==> src/sv/hcbd_pkg.sv <==
`timescale 1ns / 1ps
package hcbd_pkg;

  localparam int DEF_MAX_HEX_DIGITS = 8;
  localparam int DEF_SIZE_BITS      = 32;
  localparam int TOTAL_BITS         = 32;

  localparam logic [7:0] CH_CR   = 8'h0D;
  localparam logic [7:0] CH_LF   = 8'h0A;
  localparam logic [7:0] CH_X_LO = 8'h78;
  localparam logic [7:0] CH_X_UP = 8'h58;

  localparam logic [TOTAL_BITS-1:0] TOTAL_MAX = {TOTAL_BITS{1'b1}};

  typedef enum logic [2:0] {
    PH_START   = 3'd0,
    PH_HEX     = 3'd1,
    PH_HEX_LF  = 3'd2,
    PH_PART    = 3'd3,
    PH_PART_CR = 3'd4,
    PH_PART_LF = 3'd5,
    PH_LAST_CR = 3'd6,
    PH_LAST_LF = 3'd7
  } phase_t;

  typedef enum logic [1:0] {
    KIND_FRAME   = 2'd0,
    KIND_PAYLOAD = 2'd1,
    KIND_FINAL   = 2'd2,
    KIND_ERROR   = 2'd3
  } kind_t;

  // parser control state handed between the state register and the step logic
  typedef struct packed {
    phase_t     phase;
    logic [3:0] digit_cnt;
  } ctl_t;

  typedef struct packed {
    logic       is_hex;
    logic [3:0] value;
  } hex_t;

  function automatic hex_t hex_decode(input logic [7:0] c);
    hex_t h;
    h.is_hex = 1'b1;
    h.value  = 4'd0;
    if (c inside {[8'h30:8'h39]}) begin
      h.value = 4'(c - 8'h30);
    end else if (c inside {[8'h61:8'h66]}) begin
      h.value = 4'(c - 8'h57);
    end else if (c inside {[8'h41:8'h46]}) begin
      h.value = 4'(c - 8'h37);
    end else begin
      h.is_hex = 1'b0;
    end
    return h;
  endfunction

endpackage

==> src/sv/hcbd_in_if.sv <==
`timescale 1ns / 1ps
interface hcbd_in_if;
  logic       valid;
  logic       ready;
  logic [7:0] data_byte;

  modport source (output valid, output data_byte, input ready);
  modport sink (input valid, input data_byte, output ready);
endinterface

==> src/sv/hcbd_out_if.sv <==
`timescale 1ns / 1ps
interface hcbd_out_if;
  logic        valid;
  logic        ready;
  logic [7:0]  out_byte;
  logic [1:0]  byte_kind;
  logic [31:0] total_bytes;

  modport source (output valid, output out_byte, output byte_kind, output total_bytes,
                  input ready);
  modport sink (input valid, input out_byte, input byte_kind, input total_bytes,
                output ready);
endinterface

==> src/sv/hcbd_step.sv <==
`timescale 1ns / 1ps
module hcbd_step #(
  parameter int MAX_HEX_DIGITS = hcbd_pkg::DEF_MAX_HEX_DIGITS,
  parameter int SIZE_BITS      = hcbd_pkg::DEF_SIZE_BITS
) (
  input  logic [7:0]                        data_byte,
  input  hcbd_pkg::ctl_t                    ctl,
  input  logic [SIZE_BITS-1:0]              size_acc,
  input  logic [SIZE_BITS-1:0]              chunk_rem,
  input  logic [hcbd_pkg::TOTAL_BITS-1:0]   total,
  output hcbd_pkg::ctl_t                    ctl_nxt,
  output logic [SIZE_BITS-1:0]              size_acc_nxt,
  output logic [SIZE_BITS-1:0]              chunk_rem_nxt,
  output logic [hcbd_pkg::TOTAL_BITS-1:0]   total_nxt,
  output hcbd_pkg::kind_t                   kind
);

  localparam logic [SIZE_BITS-1:0] SIZE_ONE = {{(SIZE_BITS-1){1'b0}}, 1'b1};

  hcbd_pkg::hex_t       hex;
  logic                 digit_ok;
  logic [SIZE_BITS-1:0] size_shifted;
  logic                 err;

  assign hex          = hcbd_pkg::hex_decode(data_byte);
  // room for one more digit: count below limit and top nibble still clear
  assign digit_ok     = (ctl.digit_cnt < 4'(MAX_HEX_DIGITS)) &&
                        (size_acc[SIZE_BITS-1 -: 4] == 4'd0);
  assign size_shifted = {size_acc[SIZE_BITS-5:0], hex.value};

  assign total_nxt = (total == hcbd_pkg::TOTAL_MAX) ? total
                                                     : total + {{(hcbd_pkg::TOTAL_BITS-1){1'b0}}, 1'b1};

  always_comb begin
    ctl_nxt       = ctl;
    size_acc_nxt  = size_acc;
    chunk_rem_nxt = chunk_rem;
    kind          = hcbd_pkg::KIND_FRAME;
    err           = 1'b0;

    case (ctl.phase)
      hcbd_pkg::PH_START: begin
        if (hex.is_hex && digit_ok) begin
          size_acc_nxt      = size_shifted;
          ctl_nxt.digit_cnt = ctl.digit_cnt + 4'd1;
          ctl_nxt.phase     = hcbd_pkg::PH_HEX;
        end else begin
          err = 1'b1;
        end
      end
      hcbd_pkg::PH_HEX: begin
        if (hex.is_hex) begin
          if (digit_ok) begin
            size_acc_nxt      = size_shifted;
            ctl_nxt.digit_cnt = ctl.digit_cnt + 4'd1;
          end else begin
            err = 1'b1;
          end
        end else if (data_byte == hcbd_pkg::CH_CR) begin
          ctl_nxt.phase = hcbd_pkg::PH_HEX_LF;
        end else if (data_byte != hcbd_pkg::CH_X_LO && data_byte != hcbd_pkg::CH_X_UP) begin
          err = 1'b1;
        end
      end
      hcbd_pkg::PH_HEX_LF: begin
        if (data_byte != hcbd_pkg::CH_LF) begin
          err = 1'b1;
        end else begin
          if (size_acc == '0) begin
            ctl_nxt.phase = hcbd_pkg::PH_LAST_CR;
          end else begin
            chunk_rem_nxt = size_acc;
            ctl_nxt.phase = hcbd_pkg::PH_PART;
          end
          size_acc_nxt      = '0;
          ctl_nxt.digit_cnt = 4'd0;
        end
      end
      hcbd_pkg::PH_PART: begin
        kind = hcbd_pkg::KIND_PAYLOAD;
        if (chunk_rem <= SIZE_ONE) begin
          chunk_rem_nxt = '0;
          ctl_nxt.phase = hcbd_pkg::PH_PART_CR;
        end else begin
          chunk_rem_nxt = chunk_rem - SIZE_ONE;
        end
      end
      hcbd_pkg::PH_PART_CR: begin
        if (data_byte == hcbd_pkg::CH_CR) ctl_nxt.phase = hcbd_pkg::PH_PART_LF;
        else err = 1'b1;
      end
      hcbd_pkg::PH_PART_LF: begin
        if (data_byte == hcbd_pkg::CH_LF) ctl_nxt.phase = hcbd_pkg::PH_START;
        else err = 1'b1;
      end
      hcbd_pkg::PH_LAST_CR: begin
        if (data_byte == hcbd_pkg::CH_CR) ctl_nxt.phase = hcbd_pkg::PH_LAST_LF;
        else err = 1'b1;
      end
      hcbd_pkg::PH_LAST_LF: begin
        if (data_byte == hcbd_pkg::CH_LF) begin
          kind              = hcbd_pkg::KIND_FINAL;
          ctl_nxt.phase     = hcbd_pkg::PH_START;
          ctl_nxt.digit_cnt = 4'd0;
          size_acc_nxt      = '0;
          chunk_rem_nxt     = '0;
        end else begin
          err = 1'b1;
        end
      end
      default: begin
        err = 1'b1;
      end
    endcase

    if (err) begin
      kind              = hcbd_pkg::KIND_ERROR;
      ctl_nxt.phase     = hcbd_pkg::PH_START;
      ctl_nxt.digit_cnt = 4'd0;
      size_acc_nxt      = '0;
      chunk_rem_nxt     = '0;
    end
  end

endmodule

==> src/sv/http_chunked_body_decoder_core.sv <==
`timescale 1ns / 1ps
// Chunked body decoder: takes one raw byte per word on in_ch and returns exactly one
// result word per byte on out_ch, echoing the byte with its class (framing, payload,
// final LF of the body, or error) and a saturating count of all bytes taken since
// reset. It sustains one byte per clock while out_ch is ready; each byte passes in turn
// through the input register and the result register, and the parser state advances
// when a byte moves from the input register into the result register. Hex size lines
// may hold up to MAX_HEX_DIGITS digits and sizes up to SIZE_BITS bits; anything beyond
// that, or any illegal framing byte, is flagged as an error and the parser restarts
// at the next size line. The byte count is cleared only by reset.
module http_chunked_body_decoder_core #(
  parameter int MAX_HEX_DIGITS = hcbd_pkg::DEF_MAX_HEX_DIGITS,
  parameter int SIZE_BITS      = hcbd_pkg::DEF_SIZE_BITS
) (
  input logic         clk,
  input logic         rst_n,
  hcbd_in_if.sink     in_ch,
  hcbd_out_if.source  out_ch
);

  // input register
  logic       s1_valid_r;
  logic [7:0] s1_byte_r;

  // parser state
  hcbd_pkg::ctl_t                  ctl_r;
  hcbd_pkg::ctl_t                  ctl_nxt;
  logic [SIZE_BITS-1:0]            size_acc_r;
  logic [SIZE_BITS-1:0]            size_acc_nxt;
  logic [SIZE_BITS-1:0]            chunk_rem_r;
  logic [SIZE_BITS-1:0]            chunk_rem_nxt;
  logic [hcbd_pkg::TOTAL_BITS-1:0] total_r;
  logic [hcbd_pkg::TOTAL_BITS-1:0] total_nxt;
  hcbd_pkg::kind_t                 kind;

  // result register
  logic                            out_valid_r;
  logic [7:0]                      out_byte_r;
  hcbd_pkg::kind_t                 out_kind_r;
  logic [hcbd_pkg::TOTAL_BITS-1:0] out_total_r;

  logic out_free;
  logic s1_advance;
  logic in_take;

  // result slot is free when empty or being drained this cycle
  assign out_free   = !out_valid_r || out_ch.ready;
  assign s1_advance = s1_valid_r && out_free;
  // input register accepts when empty or when its byte moves on
  assign in_ch.ready = !s1_valid_r || out_free;
  assign in_take     = in_ch.valid && in_ch.ready;

  hcbd_step #(
    .MAX_HEX_DIGITS (MAX_HEX_DIGITS),
    .SIZE_BITS      (SIZE_BITS)
  ) u_step (
    .data_byte     (s1_byte_r),
    .ctl           (ctl_r),
    .size_acc      (size_acc_r),
    .chunk_rem     (chunk_rem_r),
    .total         (total_r),
    .ctl_nxt       (ctl_nxt),
    .size_acc_nxt  (size_acc_nxt),
    .chunk_rem_nxt (chunk_rem_nxt),
    .total_nxt     (total_nxt),
    .kind          (kind)
  );

  // input stage
  always_ff @(posedge clk) begin
    if (!rst_n) begin
      s1_valid_r <= 1'b0;
    end else if (in_take) begin
      s1_valid_r <= 1'b1;
    end else if (s1_advance) begin
      s1_valid_r <= 1'b0;
    end
  end

  always_ff @(posedge clk) begin
    if (in_take) begin
      s1_byte_r <= in_ch.data_byte;
    end
  end

  // parser state advances once per byte leaving the input register
  always_ff @(posedge clk) begin
    if (!rst_n) begin
      ctl_r       <= '{phase: hcbd_pkg::PH_START, digit_cnt: 4'd0};
      size_acc_r  <= '0;
      chunk_rem_r <= '0;
      total_r     <= '0;
    end else if (s1_advance) begin
      ctl_r       <= ctl_nxt;
      size_acc_r  <= size_acc_nxt;
      chunk_rem_r <= chunk_rem_nxt;
      total_r     <= total_nxt;
    end
  end

  // result stage
  always_ff @(posedge clk) begin
    if (!rst_n) begin
      out_valid_r <= 1'b0;
    end else if (s1_advance) begin
      out_valid_r <= 1'b1;
    end else if (out_ch.ready) begin
      out_valid_r <= 1'b0;
    end
  end

  always_ff @(posedge clk) begin
    if (s1_advance) begin
      out_byte_r  <= s1_byte_r;
      out_kind_r  <= kind;
      out_total_r <= total_nxt;
    end
  end

  assign out_ch.valid       = out_valid_r;
  assign out_ch.out_byte    = out_byte_r;
  assign out_ch.byte_kind   = out_kind_r;
  assign out_ch.total_bytes = out_total_r;

endmodule

==> src/flat_wrapper.sv <==
// flat-port wrapper written by rule: the top's interface ports become plain ports
module http_chunked_body_decoder_core_flat 
#(
  parameter int MAX_HEX_DIGITS = hcbd_pkg::DEF_MAX_HEX_DIGITS,
  parameter int SIZE_BITS      = hcbd_pkg::DEF_SIZE_BITS
)
  (clk, rst_n, in_ch_valid, in_ch_data_byte, in_ch_ready, out_ch_valid, out_ch_out_byte, out_ch_byte_kind, out_ch_total_bytes, out_ch_ready);
  hcbd_in_if in_ch_i ();
  hcbd_out_if out_ch_i ();
  input logic clk;
  input logic rst_n;
  input wire logic [$bits(in_ch_i.valid)-1:0] in_ch_valid;
  input wire logic [$bits(in_ch_i.data_byte)-1:0] in_ch_data_byte;
  output wire logic [$bits(in_ch_i.ready)-1:0] in_ch_ready;
  output wire logic [$bits(out_ch_i.valid)-1:0] out_ch_valid;
  output wire logic [$bits(out_ch_i.out_byte)-1:0] out_ch_out_byte;
  output wire logic [$bits(out_ch_i.byte_kind)-1:0] out_ch_byte_kind;
  output wire logic [$bits(out_ch_i.total_bytes)-1:0] out_ch_total_bytes;
  input wire logic [$bits(out_ch_i.ready)-1:0] out_ch_ready;
  assign in_ch_i.valid = in_ch_valid;
  assign in_ch_i.data_byte = in_ch_data_byte;
  assign in_ch_ready = in_ch_i.ready;
  assign out_ch_valid = out_ch_i.valid;
  assign out_ch_out_byte = out_ch_i.out_byte;
  assign out_ch_byte_kind = out_ch_i.byte_kind;
  assign out_ch_total_bytes = out_ch_i.total_bytes;
  assign out_ch_i.ready = out_ch_ready;
  http_chunked_body_decoder_core #(.MAX_HEX_DIGITS(MAX_HEX_DIGITS), .SIZE_BITS(SIZE_BITS)) u_core (.clk(clk), .rst_n(rst_n), .in_ch(in_ch_i), .out_ch(out_ch_i));
endmodule
==> config.mk <==
export PLATFORM = sky130hd
export DESIGN_NAME = http_chunked_body_decoder_core_flat
export DESIGN_NICKNAME = d
export VERILOG_FILES = /design/src/sv/hcbd_pkg.sv /design/src/sv/hcbd_in_if.sv /design/src/sv/hcbd_out_if.sv /design/src/sv/hcbd_step.sv /design/src/sv/http_chunked_body_decoder_core.sv /design/src/flat_wrapper.sv
export SDC_FILE = /design/constraint.sdc
export NUM_CORES = 1
export LEC_CHECK = 0
export ABC_CLOCK_PERIOD_IN_PS = 10500
export BUFFER_PORTS_ARGS = -buffer_cell sky130_fd_sc_hd__buf_2
export CAP_MARGIN = 20
export CORE_MARGIN = 3
export CORE_UTILIZATION = 47
export CTS_CLUSTER_DIAMETER = 30
export DETAILED_ROUTE_END_ITERATION = 8
export MAX_ROUTING_LAYER = met4
export PLACE_DENSITY = 0.73
export REMOVE_ABC_BUFFERS = 1
export SYNTH_ARGS = -nofsm -noshare
export SYNTH_HDL_FRONTEND = slang
export SYNTH_SLANG_ARGS = --single-unit
==> constraint.sdc <==
create_clock -name clk -period 10.5 [get_ports clk]
set_clock_uncertainty 0.05 [all_clocks]
set_input_delay 2.625 -clock clk [delete_from_list [all_inputs] [get_ports clk]]
set_output_delay 2.625 -clock clk [all_outputs]
set_load 0.01 [all_outputs]
==> metrics.md <==
| Metric | Value |
|---|---|
| Status | finished, final reports clean |
| Synth Area in Compound Gates | 0.130 |
| Dpl cell area | roughly 7900 um^2 |
| Global-route wire length before repair | 29000 um |
| DR WL/cell | 15.9 um |
| Number of synthesized flops with an enable pin | 50 |
| Iteration-0 DRC Markers | 372 |
| Synth unique cells | 62 |
| RSZ-0062 raised after global routing | false |
| Fmax | roughly 170 MHz |
| Total gr overflow | 0 |
| Maximum vdd drop | 0.0000993 V |
| Comb power frac | 0.059 |
| Post-Syn Area | between 7000 and 8000 um^2 |
| Number of I/O port buffers | 55 |
| Int Pwr | 981 uW |
| Sw power | 308 uW |
| Die area | 17600 um^2 |
| Seq pwr share | 0.496 |
| Sequential area share after synthesis | 0.479 |
| CTS resizes | 0 |
| Synth Register Bits | 155 |
| Synth top cells by count | nand2_1 (119), dfxtp_1 (105), nor2_1 (77) |
| Clock group share of total power | 0.445 |
| Final Cell Area | around 8500 um^2 |
| Clk_lat worst skew | 0.43 ns |
| Drt total wl | 17400 um |
| Placer congestion estimate | 0.897 |
| Sw Ratio | 0.239 |
| Setup violators final | 0 |
| Clock Sinks | 155 |
| Detailed placement HPWL | 11200 um |
| Pwr Density | 152 nW/um^2 |
| CTS tree | yes |
| Least-Margin Pin Slew | roughly 1 ns |
| Drt drc | 0 |
| Clock root cell | clkbuf_16 |
| Main combinational cell family by area after synthesis | simple AND/OR/NAND/NOR gates |
| Slew Limit Fails | 0 |
| Crit path required time | 7.83 ns |
| Core box area | 15400 um^2 |
| Most common cell in the netlist | nand2_1 |
| Post-synthesis simple-gate area fraction | 0.251 |
| Slew Limit Headroom | 0.317 |
| Post-synth top area cell | dfxtp_1 |
| Hold violation total from the final report | 0 |
| Setup TNS | 0 ns |
| Worst Setup Path Type | in2out |
| GRT Util Overall | 0.208 |
| Nets@finish | between 800 and 900 |
| Initial antenna violation count | 0 |
| Top post-synthesis cells by area | dfxtp_1 (28%), edfxtp_1 (20%), nand2_1 (5.9%) |
| Synthesized-area fraction occupied by adder cells | 0.0150 |
| Final antenna-violating net count | 0 |
| Layout cell share with drive strength beyond 1 | 0.130 |
| Mean Syn Cell Area | 8.99 um^2 |
| Crit Path Max Fanout | 4 |
| Starting Density | 0.487 |
| Worst Hold Class | reg2reg |
| Vert. Die Dim | 132 um |
| Clk slew on worst S/H paths | 0.06 ns |
| Largest net degree at the start of global routing | slightly below 60 |
| Final Critical Period | 5.82 ns |
| Yosys top cell area share | 0.280 |
| Std-Cell Rows | between 40 and 50 |
| Leak Pwr | between 3 and 4 nW |
| Via count | 6159 |
| Post-Synth XOR/XNOR Area | 0.0850 |
| CP endpoint kind | primary output |
| Die W | 132 um |
| Area growth syn-to-layout | 12.7% |
| Drt pass-1 iters | 5 |
| Vias per cell | roughly 5.6 |
| Num CTS Buffers | 17 |
| Startpoint Class | input port |
| H-tree depth | 4 |
| Clock Tree Buf Depth | 2 |
| Io pins | 56 |
| Hold-fix buffers, CTS | 0 |
| Final Cycle Share | 0.554 |
| ANT cells | 0 |
| Mapped Cells | 836 |
| Vias in the first global route | 5721 |
| Number of max-cap violations | 0 |
| Total power after layout | 1.29 mW |
| Setup repair bufs after CTS | 0 |
| Main synth FF type | dfxtp_1 |
| Fraction of registers with async set/reset | 0 |
| Yosys Warn Count | 0 |
| Crit path DAT | 3.14 ns |
| Mux share of post-synthesis cell area | 0.00416 |
kinds of logic after synthesis:
logic type,count (synthesis)
xor gates and xnor gates,73
muxes,3
adders and majority gates,9
DFF,155
AOI/OAI and AO/OA,154
and+or+nand+nor,382
buffers and inverters,60
power by group through the flow:
stage               registers, mW  clock network (mW)  logic [mW]
floorplan                   0.655                   0      0.0430
global placement            0.653                   0      0.0743
detailed placement          0.653                   0      0.0750
CTS                         0.640               0.585      0.0756
global route                0.641               0.608      0.0843
finish                      0.640               0.574      0.0755
layer usage:
metal  up-vias  GRT usage  routed length, um
li1       3055          -                  -
met1      2908      0.278               8120
met2       160      0.307               8070
met3        36     0.0392                731
met4         0     0.0958                515
met5         -          -                  0
cell usage in the layout, fill, tap and decap left out, types with 4 or more instances in the layout:
cell type | Yosys | layout
a21oi_1 | 28 | 27
a22oi_1 | 15 | 15
and2_1 | 7 | 7
and3_1 | 9 | 9
and4_1 | 8 | 8
buf_2 | 7 | 55
buf_4 | 1 | 9
clkbuf_16 | 0 | 17
clkinv_1 | 0 | 5
dfxtp_1 | 105 | 105
edfxtp_1 | 50 | 50
ha_1 | 9 | 9
inv_1 | 12 | 11
nand2_1 | 119 | 119
nand2b_1 | 6 | 6
nand3_1 | 64 | 64
nand4_1 | 17 | 17
nor2_1 | 77 | 77
nor2b_1 | 4 | 4
nor3_1 | 20 | 20
nor4_1 | 19 | 19
o211ai_1 | 9 | 9
o21ai_0 | 56 | 56
o22a_1 | 4 | 4
o22ai_1 | 5 | 5
o31ai_1 | 5 | 5
or2_2 | 4 | 4
or3_1 | 5 | 5
or4_1 | 4 | 4
xnor2_1 | 33 | 33
xor2_1 | 40 | 40
registers in the layout, indices dropped and copies added (netlist names):
signal / flops
u_core.total_r: 32
u_core.out_ch.valid: 1
u_core.out_ch.byte_kind: 2
u_core.size_acc_r: 32
u_core.chunk_rem_r: 32
u_core.s1_byte_r: 8
u_core.out_ch.out_byte: 8
u_core.ctl_r: 7
u_core.out_ch.total_bytes: 32
u_core.s1_valid_r: 1
stage by stage:
step	hold WS [ns]	instances	setup slack [ns]	utilization
after floorplan	0.382	788	4.33	-
after global placement	0.398	1063	4.68	0.514
after detailed placement	0.402	1063	4.68	0.514
after CTS	0.412	1095	4.68	0.549
after global routing	0.435	1095	4.60	0.549
final	0.411	1095	4.68	0.549
final timing paths:
path                                from                     end  slack, ns  cells past startpoint
setup / recovery            out_ch_ready             in_ch_ready       4.68                      4
hold / removal    u_core.chunk_rem_r[25]  u_core.chunk_rem_r[25]       0.41                      2
setup reg to reg     u_core.s1_byte_r[1]   u_core.size_acc_r[17]       6.95                     10
hold reg to reg   u_core.chunk_rem_r[25]  u_core.chunk_rem_r[25]       0.41                      2
area by class of cell:
type | count | area [um^2]
clock buffer | 17 | 425
clock inverter | 15 | 124
fill | 1436 | 6960
inverter | 12 | 45.0
multi-input combinational | 621 | 3670
sequential | 155 | 3600
tap | 211 | 264
timing repair buffer | 64 | 343
worst max-delay path, cell delays in order:
cell     delay [ns]
buf_2          0.09
nor2b_1        0.19
nand2_1        0.09
buf_2          0.14
Note: power is estimated with default switching activity, not from simulation.
